[src/hw/rtl/sha_pkg.sv]
// Shared types and constants for the SHA-256 byte stream hasher.
// Holds the sequencer enums, the control structs between the blocks and the round constants.
// No dependencies.
`default_nettype none

package sha_pkg;

  typedef logic [31:0] word_t;

  typedef enum logic [2:0] {
    ST_IDLE,
    ST_PAD,
    ST_LEN,
    ST_LOAD,
    ST_ROUND,
    ST_ADD,
    ST_DONE
  } state_t;

  typedef enum logic [1:0] {
    BLK_DATA,
    BLK_DATA_END,
    BLK_EXTRA,
    BLK_LAST
  } blk_kind_t;

  typedef struct packed {
    logic        wr_byte;
    logic        pad;
    logic        len_only;
    logic        shift;
    logic [5:0]  fill;
    logic [7:0]  data;
    logic [63:0] length;
  } sched_ctrl_t;

  typedef struct packed {
    logic load;
    logic step;
    logic add;
    logic init;
  } round_ctrl_t;

  localparam logic [5:0] LastByte = 6'd63;
  localparam logic [5:0] LenStart = 6'd56;
  localparam logic [7:0] PadByte = 8'h80;
  localparam logic [63:0] BitsPerByte = 64'd8;

  localparam word_t INIT_WORDS [8] = '{
    32'h6a09e667, 32'hbb67ae85, 32'h3c6ef372, 32'ha54ff53a,
    32'h510e527f, 32'h9b05688c, 32'h1f83d9ab, 32'h5be0cd19
  };

  localparam word_t ROUND_K [64] = '{
    32'h428a2f98, 32'h71374491, 32'hb5c0fbcf, 32'he9b5dba5,
    32'h3956c25b, 32'h59f111f1, 32'h923f82a4, 32'hab1c5ed5,
    32'hd807aa98, 32'h12835b01, 32'h243185be, 32'h550c7dc3,
    32'h72be5d74, 32'h80deb1fe, 32'h9bdc06a7, 32'hc19bf174,
    32'he49b69c1, 32'hefbe4786, 32'h0fc19dc6, 32'h240ca1cc,
    32'h2de92c6f, 32'h4a7484aa, 32'h5cb0a9dc, 32'h76f988da,
    32'h983e5152, 32'ha831c66d, 32'hb00327c8, 32'hbf597fc7,
    32'hc6e00bf3, 32'hd5a79147, 32'h06ca6351, 32'h14292967,
    32'h27b70a85, 32'h2e1b2138, 32'h4d2c6dfc, 32'h53380d13,
    32'h650a7354, 32'h766a0abb, 32'h81c2c92e, 32'h92722c85,
    32'ha2bfe8a1, 32'ha81a664b, 32'hc24b8b70, 32'hc76c51a3,
    32'hd192e819, 32'hd6990624, 32'hf40e3585, 32'h106aa070,
    32'h19a4c116, 32'h1e376c08, 32'h2748774c, 32'h34b0bcb5,
    32'h391c0cb3, 32'h4ed8aa4a, 32'h5b9cca4f, 32'h682e6ff3,
    32'h748f82ee, 32'h78a5636f, 32'h84c87814, 32'h8cc70208,
    32'h90befffa, 32'ha4506ceb, 32'hbef9a3f7, 32'hc67178f2
  };

endpackage

`default_nettype wire

[src/hw/rtl/sha_sched.sv]
// Block buffer and message schedule window for the SHA-256 hasher.
// Gathers bytes, applies padding and shifts out one schedule word per round.
// Depends on sha_pkg.
`default_nettype none

module sha_sched (
  input  wire logic                 clk,
  input  wire sha_pkg::sched_ctrl_t ctrl,
  output sha_pkg::word_t            w_t
);

  sha_pkg::word_t [15:0] w;
  sha_pkg::word_t [15:0] w_next;
  sha_pkg::word_t        s0;
  sha_pkg::word_t        s1;

  assign s0 = {w[1][6:0], w[1][31:7]} ^ {w[1][17:0], w[1][31:18]} ^ (w[1] >> 3);
  assign s1 = {w[14][16:0], w[14][31:17]} ^ {w[14][18:0], w[14][31:19]} ^ (w[14] >> 10);
  assign w_t = w[0];

  always_comb begin
    logic [5:0] j;
    w_next = w;
    j = '0;
    if (ctrl.wr_byte) begin
      for (int i = 0; i < 16; i++) begin
        for (int b = 0; b < 4; b++) begin
          j = 6'(i * 4 + b);
          if (j == ctrl.fill) begin
            w_next[i][31 - 8 * b -: 8] = ctrl.data;
          end
        end
      end
    end else if (ctrl.pad) begin
      for (int i = 0; i < 16; i++) begin
        for (int b = 0; b < 4; b++) begin
          j = 6'(i * 4 + b);
          if (j == ctrl.fill) begin
            w_next[i][31 - 8 * b -: 8] = sha_pkg::PadByte;
          end else if (j > ctrl.fill) begin
            w_next[i][31 - 8 * b -: 8] = '0;
          end
        end
      end
      if (ctrl.fill < sha_pkg::LenStart) begin
        w_next[14] = ctrl.length[63:32];
        w_next[15] = ctrl.length[31:0];
      end
    end else if (ctrl.len_only) begin
      w_next = '0;
      w_next[14] = ctrl.length[63:32];
      w_next[15] = ctrl.length[31:0];
    end else if (ctrl.shift) begin
      for (int i = 0; i < 15; i++) begin
        w_next[i] = w[i + 1];
      end
      w_next[15] = s1 + w[9] + s0 + w[0];
    end
  end

  always_ff @(posedge clk) begin
    w <= w_next;
  end

endmodule

`default_nettype wire

[src/hw/rtl/sha_round.sv]
// Shared SHA-256 round unit with the working variables and the chaining words.
// One round per cycle under the sequencer, then a feed-forward add into the chain.
// Depends on sha_pkg.
`default_nettype none

module sha_round (
  input  wire logic                         clk,
  input  wire logic                         rst,
  input  wire sha_pkg::round_ctrl_t         ctrl,
  input  wire sha_pkg::word_t               k,
  input  wire sha_pkg::word_t               w,
  output sha_pkg::word_t [7:0]              chain
);

  sha_pkg::word_t [7:0] v;
  sha_pkg::word_t       t1;
  sha_pkg::word_t       t2;
  sha_pkg::word_t       bs0;
  sha_pkg::word_t       bs1;
  sha_pkg::word_t       ch;
  sha_pkg::word_t       maj;

  assign bs0 = {v[0][1:0], v[0][31:2]} ^ {v[0][12:0], v[0][31:13]} ^
               {v[0][21:0], v[0][31:22]};
  assign bs1 = {v[4][5:0], v[4][31:6]} ^ {v[4][10:0], v[4][31:11]} ^
               {v[4][24:0], v[4][31:25]};
  assign ch  = (v[4] & v[5]) ^ (~v[4] & v[6]);
  assign maj = (v[0] & v[1]) ^ (v[0] & v[2]) ^ (v[1] & v[2]);
  assign t1  = v[7] + bs1 + ch + k + w;
  assign t2  = bs0 + maj;

  always_ff @(posedge clk) begin
    if (ctrl.load) begin
      v <= chain;
    end else if (ctrl.step) begin
      v[7] <= v[6];
      v[6] <= v[5];
      v[5] <= v[4];
      v[4] <= v[3] + t1;
      v[3] <= v[2];
      v[2] <= v[1];
      v[1] <= v[0];
      v[0] <= t1 + t2;
    end
  end

  always_ff @(posedge clk) begin
    if (rst || ctrl.init) begin
      for (int i = 0; i < 8; i++) begin
        chain[i] <= sha_pkg::INIT_WORDS[i];
      end
    end else if (ctrl.add) begin
      for (int i = 0; i < 8; i++) begin
        chain[i] <= chain[i] + v[i];
      end
    end
  end

endmodule

`default_nettype wire

[src/hw/rtl/sha256_byte_stream_hasher_core.sv]
// Top level of the SHA-256 byte stream hasher: sequencer, byte count, length and digest register.
// Instantiates sha_sched and sha_round; depends on sha_pkg.
//
//   channel  direction  handshake           payload
//   in       input      in_valid/in_stall   data_byte, byte_valid, msg_end
//   out      output     out_valid/out_stall digest_part0..digest_part3
//
// A byte that does not complete a block and does not end the message leaves the input open.
// A full block is compressed in steps: load, 64 rounds of the shared round unit, chain add.
// A message end adds a padding step, a compression per padding block and a done step; a second
// padding block first sets up its length words in a step of its own.
// in_stall is high while a block compresses and until the digest is loaded; the digest register
// lets bytes of the next message in while a digest waits. Synchronous reset, no clearing pass.
`default_nettype none

module sha256_byte_stream_hasher_core (
  input  wire logic        clk,
  input  wire logic        rst,
  input  wire logic        in_valid,
  output logic             in_stall,
  input  wire logic [7:0]  data_byte,
  input  wire logic        byte_valid,
  input  wire logic        msg_end,
  output logic             out_valid,
  input  wire logic        out_stall,
  output logic [63:0]      digest_part0,
  output logic [63:0]      digest_part1,
  output logic [63:0]      digest_part2,
  output logic [63:0]      digest_part3
);

  sha_pkg::state_t      state;
  sha_pkg::state_t      state_next;
  sha_pkg::blk_kind_t   kind;
  sha_pkg::blk_kind_t   kind_next;
  logic [5:0]           fill;
  logic [5:0]           fill_next;
  logic [63:0]          total_bits;
  logic [63:0]          total_bits_next;
  logic [5:0]           rnd;
  logic [5:0]           rnd_next;
  logic                 out_valid_next;
  logic                 accept;
  logic                 out_load;
  sha_pkg::sched_ctrl_t sched_ctrl;
  sha_pkg::round_ctrl_t round_ctrl;
  sha_pkg::word_t       w_t;
  sha_pkg::word_t [7:0] chain;

  assign in_stall = (state != sha_pkg::ST_IDLE);
  assign accept = in_valid && !in_stall;

  sha_sched u_sched (
    .clk  (clk),
    .ctrl (sched_ctrl),
    .w_t  (w_t)
  );

  sha_round u_round (
    .clk   (clk),
    .rst   (rst),
    .ctrl  (round_ctrl),
    .k     (sha_pkg::ROUND_K[rnd]),
    .w     (w_t),
    .chain (chain)
  );

  always_ff @(posedge clk) begin
    if (rst) begin
      state <= sha_pkg::ST_IDLE;
      kind <= sha_pkg::BLK_DATA;
      fill <= '0;
      total_bits <= '0;
      rnd <= '0;
      out_valid <= 1'b0;
    end else begin
      state <= state_next;
      kind <= kind_next;
      fill <= fill_next;
      total_bits <= total_bits_next;
      rnd <= rnd_next;
      out_valid <= out_valid_next;
    end
  end

  always_comb begin
    state_next = state;
    kind_next = kind;
    fill_next = fill;
    total_bits_next = total_bits;
    rnd_next = rnd;
    out_load = 1'b0;
    sched_ctrl = '0;
    sched_ctrl.fill = fill;
    sched_ctrl.data = data_byte;
    sched_ctrl.length = total_bits;
    round_ctrl = '0;
    case (state)
      sha_pkg::ST_IDLE: begin
        if (accept) begin
          if (byte_valid) begin
            sched_ctrl.wr_byte = 1'b1;
            fill_next = fill + 6'd1;
            total_bits_next = total_bits + sha_pkg::BitsPerByte;
            if (fill == sha_pkg::LastByte) begin
              kind_next = msg_end ? sha_pkg::BLK_DATA_END : sha_pkg::BLK_DATA;
              state_next = sha_pkg::ST_LOAD;
            end else if (msg_end) begin
              state_next = sha_pkg::ST_PAD;
            end
          end else if (msg_end) begin
            state_next = sha_pkg::ST_PAD;
          end
        end
      end
      sha_pkg::ST_PAD: begin
        sched_ctrl.pad = 1'b1;
        kind_next = (fill >= sha_pkg::LenStart) ? sha_pkg::BLK_EXTRA : sha_pkg::BLK_LAST;
        state_next = sha_pkg::ST_LOAD;
      end
      sha_pkg::ST_LEN: begin
        sched_ctrl.len_only = 1'b1;
        kind_next = sha_pkg::BLK_LAST;
        state_next = sha_pkg::ST_LOAD;
      end
      sha_pkg::ST_LOAD: begin
        round_ctrl.load = 1'b1;
        rnd_next = '0;
        state_next = sha_pkg::ST_ROUND;
      end
      sha_pkg::ST_ROUND: begin
        round_ctrl.step = 1'b1;
        sched_ctrl.shift = 1'b1;
        rnd_next = rnd + 6'd1;
        if (rnd == sha_pkg::LastByte) begin
          state_next = sha_pkg::ST_ADD;
        end
      end
      sha_pkg::ST_ADD: begin
        round_ctrl.add = 1'b1;
        case (kind)
          sha_pkg::BLK_DATA:     state_next = sha_pkg::ST_IDLE;
          sha_pkg::BLK_DATA_END: state_next = sha_pkg::ST_PAD;
          sha_pkg::BLK_EXTRA:    state_next = sha_pkg::ST_LEN;
          sha_pkg::BLK_LAST:     state_next = sha_pkg::ST_DONE;
          default:               state_next = sha_pkg::ST_IDLE;
        endcase
      end
      sha_pkg::ST_DONE: begin
        if (!out_valid || !out_stall) begin
          out_load = 1'b1;
          round_ctrl.init = 1'b1;
          fill_next = '0;
          total_bits_next = '0;
          state_next = sha_pkg::ST_IDLE;
        end
      end
      default: begin
        state_next = sha_pkg::ST_IDLE;
      end
    endcase
  end

  always_comb begin
    out_valid_next = out_valid;
    if (out_load) begin
      out_valid_next = 1'b1;
    end else if (out_valid && !out_stall) begin
      out_valid_next = 1'b0;
    end
  end

  always_ff @(posedge clk) begin
    if (out_load) begin
      digest_part0 <= {chain[0], chain[1]};
      digest_part1 <= {chain[2], chain[3]};
      digest_part2 <= {chain[4], chain[5]};
      digest_part3 <= {chain[6], chain[7]};
    end
  end

  a_out_from_done: assert property (@(posedge clk) disable iff (rst)
    $rose(out_valid) |-> $past(state == sha_pkg::ST_DONE))
    else $error("Digest transfer raised outside the done step.");

  a_rounds_end: assert property (@(posedge clk) disable iff (rst)
    (state == sha_pkg::ST_ROUND && rnd == sha_pkg::LastByte) |=> state == sha_pkg::ST_ADD)
    else $error("Compression did not end after the last round.");

  a_full_block: assert property (@(posedge clk) disable iff (rst)
    (accept && byte_valid && fill == sha_pkg::LastByte) |=>
      (state == sha_pkg::ST_LOAD && fill == '0))
    else $error("A full block did not start compression.");

  a_restart: assert property (@(posedge clk) disable iff (rst)
    (state == sha_pkg::ST_DONE && !out_valid) |=>
      (out_valid && fill == '0 && total_bits == '0 && state == sha_pkg::ST_IDLE))
    else $error("Message state was not restarted with the digest.");

endmodule

`default_nettype wire

[config.mk]
export PLATFORM = sky130hd
export DESIGN_NAME = sha256_byte_stream_hasher_core
export DESIGN_NICKNAME = d
export VERILOG_FILES = /design/src/hw/rtl/sha_pkg.sv /design/src/hw/rtl/sha_sched.sv /design/src/hw/rtl/sha_round.sv /design/src/hw/rtl/sha256_byte_stream_hasher_core.sv
export SDC_FILE = /design/constraint.sdc
export NUM_CORES = 2
export LEC_CHECK = 0
export ABC_AREA = 1
export BUFFER_PORTS_ARGS = -buffer_cell sky130_fd_sc_hd__buf_2
export CAP_MARGIN = 20
export CORE_AREA = 2 2 469 471
export DETAILED_ROUTE_END_ITERATION = 10
export DIE_AREA = 0 0 471 473
export GPL_ROUTABILITY_DRIVEN = 0
export SYNTH_ARGS = -nofsm -noshare
export SYNTH_HDL_FRONTEND = slang
export SYNTH_SLANG_ARGS = --single-unit
[constraint.sdc]
create_clock -name clk -period 30.6 [get_ports clk]
set_input_delay 6.12 -clock clk [delete_from_list [all_inputs] [get_ports clk]]
set_output_delay 6.12 -clock clk [all_outputs]
set_load 0.01 [all_outputs]
# Word-level counts from Yosys, hierarchy flattened
# Memory sizes are Yosys's and may differ from the RTL's.
# Cells that the tools add are included.
# Widths: inputs -> output; s select.
[op_classes]
n_eq_ne = 207
bitwise = 18
reduce_logical = 85
div_mod_pow = 0
order_cmp = 67
shift = 0
muxes = 236
mul = 0
add_sub_neg = 21
[op_table]
columns = ["operator", "n"]
rows = [
  ["$mux 512", 4],
  ["$mux 8", 192],
  ["$add 32x32->32", 18],
  ["$mux 256", 2],
  ["$xor 32x32->32", 9],
  ["$mux 64", 4],
  ["$reduce_and 3->1", 65],
  ["$eq 6x6->1 const A", 32],
  ["$gt 6x6->1 const A", 32],
  ["$ne 3x1->1 const B", 56],
  ["$and 32x32->32", 5],
  ["$ne 2x1->1 const B", 64],
  ["$pmux 64 s2", 1],
  ["$eq 5x6->1 const A", 16],
  ["$gt 5x6->1 const A", 16],
  ["$add 64x4->64 const B", 1],
  ["$mux 32", 2],
  ["$eq 4x6->1 const A", 8],
  ["$gt 4x6->1 const A", 8],
  ["$ne 4x1->1 const B", 8],
  ["$not 32->32", 1],
  ["$xor 32x22->32", 1],
  ["$xor 32x29->32", 1],
  ["$eq 3x6->1 const A", 4],
  ["other kinds (36)", 84],
]
[totals]
latch_bits = 0
input_bits = 14
romBits = 2048
output_inout_bits = 258
ramBits = 0
ff_bits = 1362
n_memories = 1
wordCells = 725
[memory_table]
columns = ["name", "depth", "width", "read_ports", "rd_clocked_by_memory_dff", "write_ports", "line_no", "source"]
rows = [
  ["(name not given)", 64, 32, 1, 0, 0, "sha256_byte_stream_hasher_core.sv:63", ".k (sha_pkg::ROUND_K[rnd]),"],
]

# Longest topological paths before layout
[depth]
depth_word = 9
ltp_mapped = 42
ltp_nobuf = 41

# Hierarchy
# From an unflattened synthesis, not the netlist that was laid out.
[hier_totals]
cells_unflattened = 11054
hier_area_um2 = 88210.9
[by_module_without_submodules]
columns = ["mod", "seq_area_each_um2", "cells_each", "instances", "area_per_inst_um2"]
rows = [
  ["sha_round", 12812.3, 6539, 1, 45656.3],
  ["sha_sched", 15374.7, 3000, 1, 27780.4],
  ["sha256_byte_stream_hasher_core", 9268.9, 1515, 1, 14774.2],
]

# Least setup slack after synthesis
# No wires, ideal clock.
[synth_path]
path_type = "input-to-reg"
start = "in out_stall"
end = "reg total_bits[11]"
path_buffers = 2
stages = 8
required_time_ns = 30.468
t_arrival_ns = 19.397
path_slack_ns = 11.071
setup_ns = 0.132
cell_sequence = "nand2_1 inv_1 nor2_1 nor2_1 inv_2 clkbuf_1 clkbuf_1 nor3_1"
[synth_via]
elab_chain_cells = 4
[synth_lines]
columns = ["element", "line_no", "source"]
rows = [
  ["start, declared", "sha256_byte_stream_hasher_core.sv:25", "input wire logic out_stall,"],
  ["$logic_not 1->1", "sha256_byte_stream_hasher_core.sv:150", "if (!out_valid || !out_stall) begin"],
  ["$logic_or 1x1->1", "sha256_byte_stream_hasher_core.sv:150", ""],
  ["$ne 2x2->1 (no source line)", "--", ""],
  ["$reduce_and 4->1 (no source line)", "--", ""],
  ["end signal, assigned", "sha256_byte_stream_hasher_core.sv:80", "total_bits <= total_bits_next;"],
  ["end, declared", "sha256_byte_stream_hasher_core.sv:38", "logic [63:0] total_bits;"],
]
# No other way between the ends.
# A chain may end at the register's enable or synchronous reset.

# Final worst setup path
[layout_path]
start = "in in_valid"
end = "reg u_sched.w[460] (netlist bit) (enable)"
[layout_via]
elab_chain_cells = 5
elab_cells_between_ends = 6
cone_classes = "1 x eq/ne; 2 x mux; 3 x reduce/logical"
[layout_lines]
columns = ["element", "line_no", "source"]
rows = [
  ["start, declared", "sha256_byte_stream_hasher_core.sv:19", "input wire logic in_valid,"],
  ["$logic_and 1x1->1 *", "sha256_byte_stream_hasher_core.sv:51", "assign accept = in_valid && !in_stall;"],
  ["$mux 1 *", "sha256_byte_stream_hasher_core.sv:100", "if (accept) begin"],
  ["$mux 1 *", "sha256_byte_stream_hasher_core.sv:98", "case (state)"],
  ["$ne 2x1->1 (no source line) / $reduce_bool 4->1 (equally long branches)", "--", ""],
  ["$reduce_and 3->1 (no source line) *", "--", ""],
  ["end signal, assigned", "sha_sched.sv:62", "w <= w_next;"],
  ["end, declared", "sha_sched.sv:12", "sha_pkg::word_t [15:0] w;"],
]
# Every way passes the cells marked *; elsewhere a longest branch is shown, timed or not.

==> results by stage <==
STA:
- Setup repair after global routing left no endpoint under its margin.
- The slew at the pin closest to its max-slew limit is 1.19 ns.
- The final period utilization is 0.319.
- In this run the tightest slew margin relative to its limit is 0.204.
- Summed over all failing endpoints, the final setup total negative slack is 0 ns.
- The maximum clock skew at final layout is 0.0854 ns.
- The number of hold violations in the final report is 0.
- Timing would allow up to 102 MHz.
- Setup violations remaining at the end of the flow were counted as 0.
- The count of final max-slew check failures is 0.
- The minimum period implied by the final worst setup slack is 9.77 ns.

Routing:
- The per-cell via count in the routed design is 5.76.
- The detailed router placed 78315 vias in this run.
- The pre-antenna-repair detailed-routing pass consisted of 10 iterations.
- The number of nets still failing antenna checks after routing is 0.
- The number of remaining DRC errors is 0.
- Dividing the detail-routed wire length by the instance count gives 23.8 µm.
- The violation count after the first detailed-routing iteration is 10650.
- The total length of routed wires is 323000 µm.

GRT:
- The maximum number of pins on one net before global-route repair is 153.
- Summed over all layers, the global routing overflow is 0.
- The first global-routing pass estimated 472000 µm of wire.
- The number of global-route vias before repair is 73228.
- The global routing usage summed across all routing layers is 0.281.
- The number of antenna violations at the first check in global routing is 6.

Placed design:
- Port buffering added 271 buffers.
- Once placement completed, the tool counted placed cells totaling 13307.
- The placed instances occupy a cell area of 90600 µm².
- Detailed placement ended at an HPWL of 242000 µm.

Synthesis:
- The share of the Yosys chip area taken by registers is 0.432.
- The top-area cell type share of the netlist area is 0.354.
- In this run, synthesis inferred 1024 flip-flops with an integrated enable.
- Yosys printed 0 warnings.
- The most used flip-flop cell after synthesis is sky130_fd_sc_hd__edfxtp_1.
- After synthesis the cells add up to 86800 µm².
- The netlist uses 67 different library cells.
- When the netlist entered floorplanning its net count stood at 11162.
- Of all cell types, the one taking the most synthesized area is sky130_fd_sc_hd__edfxtp_1.
- The number of instances in the synthesized netlist is 10549.
- The average footprint of a synthesized cell is 8.23 µm².
- The register bit total from synthesis is 1359.
- Of all flip-flops after synthesis, the portion carrying an async set or reset was 0.
- Ranked by total cell area, the synthesized netlist is headed by sky130_fd_sc_hd__edfxtp_1 (35%), sky130_fd_sc_hd__nand2_1 (11%), sky130_fd_sc_hd__dfxtp_1 (7.7%).

Floorplanning:
- The floorplan has 172 rows.
- The die is 471 µm wide.
- During I/O placement, the number of pins put on the boundary was 272.
- The die covers 223000 µm².
- For this configuration, the core starts out at a cell density of 0.398.
- The core area is 218000 µm².
- The die is 473 µm tall.

Clocking:
- The clock reaches the later pin of the worst-skew pair after 0.86 ns.
- In this run the deepest clock path goes through 3 buffers.
- After clock tree synthesis, the repair step resized 0 gates.
- After clock tree synthesis, the flow added hold-fix buffers numbering 0.
- After clock tree synthesis, the clock-pin slew on the worst setup and hold paths is 0.06 ns.
- TritonCTS built the clock tree.
- The total clock sinks is 1359.
- The total number of H-tree levels is 4.
- Buffers inserted during clock tree synthesis total 157.
- The buffers inserted during post-CTS setup optimization is 0.
- The cell sitting at the root of the clock tree is a sky130_fd_sc_hd__clkbuf_16.

Layout:
- Of the cells placed in the final design, the portion with a size suffix greater than 1 is 0.0662.
- The library cell used most frequently in the layout, excluding fill and tap cells, is sky130_fd_sc_hd__nand2_1.
- The post-route cell area is 95900 µm².
- The count of cells in the finished layout, fillers not included, comes to 13607.
- In the layout the commonest cells are sky130_fd_sc_hd__nand2_1 (2490), sky130_fd_sc_hd__inv_1 (1206), sky130_fd_sc_hd__edfxtp_1 (1024), sky130_fd_sc_hd__a21oi_1 (855), sky130_fd_sc_hd__nand3_1 (852).
- The sequential cell area is 37500 µm².
- At the end of the flow, the number of nets in the layout was 11210.
- Counting the fill cells in the layout gives 21541.
- From synthesis to final layout, the design area changed by 10.5%.
- The multi-input combinational cells in the finished layout cover a total of 43100 µm².

Critical path:
- For flop-to-flop paths, the worst setup slack is 22.09 ns.
- The highest fanout seen on the critical path is 94.
- The worst setup path is of the input port to register kind.
- Measured in cells, the most critical reg-to-reg path has a length of 33.
- The kind of end point of the critical path is a register.
- The reg-to-reg critical path startpoint is rnd[1]$_SDFFE_PP0P_.
- The critical path arrival is 10.24 ns.
- The endpoint of the worst-slack reg-to-reg timing path is u_round.v[22]$_DFFE_PP_.
- STA classifies the critical path startpoint as an input port.
- The required time of the worst setup path is 31.07 ns.

Min path:
- For hold timing, the worst endpoint is digest_part0[3]$_DFFE_PP_.
- The cell count of the worst hold path is 0.
- The path category of the worst min-delay check is register to register.
- In this run the most critical hold path is launched from u_round.chain[35]$_SDFFE_PP0P_.

Flow run:
- The tool flagged a number of max-cap violations equal to 0.

Status:
- The run finished with clean final reports.
per-layer routing:
layer | GRT usage | vias up | share of wire
met1 | 0.377 | 37040 | 0.40
met2 | 0.420 | 4609 | 0.43
met4 | 0.155 | 4 | 0.062
met5 | 0 | - | 0.00076
li1 | - | 35747 | -
met3 | 0.0621 | 915 | 0.11
kinds of logic after synthesis:
kind of cell / after synthesis / synth area share
multiplexers: 27 / 0.00311
AO/OA/AOI/OAI: 2056 / 0.133
XOR/XNOR: 400 / 0.0404
AND/OR/NAND/NOR: 4423 / 0.214
buffers and inverters: 1665 / 0.0726
flip-flops: 1359 / 0.432
adder cells (fa/ha/maj): 619 / 0.106
cell type report:
| type | count | area share |
|---|---|---|
| multi-input combinational | 7525 | 0.449 |
| timing repair buffer | 334 | 0.0194 |
| clock inverter | 97 | 0.0105 |
| clock buffer | 198 | 0.0447 |
| tap | 2871 | 0.0374 |
| inverter | 1220 | 0.0482 |
| sequential | 1359 | 0.390 |
| antenna | 3 | 0.0000783 |
critical path: stages:
cell                      delay, ns
sky130_fd_sc_hd__buf_2         0.10
sky130_fd_sc_hd__inv_1         0.19
sky130_fd_sc_hd__nor2_4        0.06
sky130_fd_sc_hd__buf_4         0.21
sky130_fd_sc_hd__inv_8         0.35
sky130_fd_sc_hd__buf_4         0.43
sky130_fd_sc_hd__buf_4         0.79
sky130_fd_sc_hd__buf_4         0.78
sky130_fd_sc_hd__nand2_1       0.24
sky130_fd_sc_hd__a31oi_1       0.77
per-stage QoR:
stage / hold WS (ns) / setup WS [ns] / util
2_1_floorplan: 0.430 / 11.07 / -
3_3_place_gp: 0.461 / 20.17 / 0.415
3_5_place_dp: 0.460 / 20.07 / 0.415
4_1_cts: 0.476 / 20.97 / 0.439
5_1_grt: 0.504 / 20.64 / 0.440
6_report: 0.476 / 20.83 / 0.440
worst max-delay path by stage:
stage | from | to | slack, ns | cells after the start
final | in_valid | u_sched.w[460]$_DFFE_PP_ | 20.83 | 10
after global routing | in_valid | u_sched.w[463]$_DFFE_PP_ | 20.64 | 10
after CTS | in_valid | u_sched.w[386]$_DFFE_PP_ | 20.97 | 10
after detailed placement | in_valid | u_sched.w[505]$_DFFE_PP_ | 20.07 | 10
after global placement | in_valid | u_sched.w[458]$_DFFE_PP_ | 20.17 | 10
after floorplan | out_stall | total_bits[11]$_SDFFE_PP0P_ | 11.07 | 8
cell usage after synthesis (50+ instances only):
cell and instances:
sky130_fd_sc_hd__inv_1 1207, sky130_fd_sc_hd__o211ai_1 73, sky130_fd_sc_hd__edfxtp_1 1024, sky130_fd_sc_hd__clkbuf_1 388, sky130_fd_sc_hd__nand2_1 2499, sky130_fd_sc_hd__nor2_1 693
sky130_fd_sc_hd__nor3_1 119, sky130_fd_sc_hd__a21boi_0 52, sky130_fd_sc_hd__o21bai_1 68, sky130_fd_sc_hd__fa_1 196, sky130_fd_sc_hd__ha_1 403, sky130_fd_sc_hd__or2_2 53
sky130_fd_sc_hd__a21o_1 50, sky130_fd_sc_hd__dfxtp_1 335, sky130_fd_sc_hd__a21oi_1 855, sky130_fd_sc_hd__nand3_1 852, sky130_fd_sc_hd__a31oi_1 61, sky130_fd_sc_hd__xor2_1 232
sky130_fd_sc_hd__xnor2_1 168, sky130_fd_sc_hd__nand4_1 130, sky130_fd_sc_hd__o21ai_0 728
state kept, by name, indices dropped and copies added (netlist names), 61 cells and up:
name / flops
digest_part1: 64
digest_part0: 64
total_bits: 61
digest_part3: 64
digest_part2: 64
u_sched.w: 480
u_round.chain: 256
u_round.v: 256
Power is not shown: default switching activity piles up to over one toggle a cycle in this logic, so the estimate is an artifact.
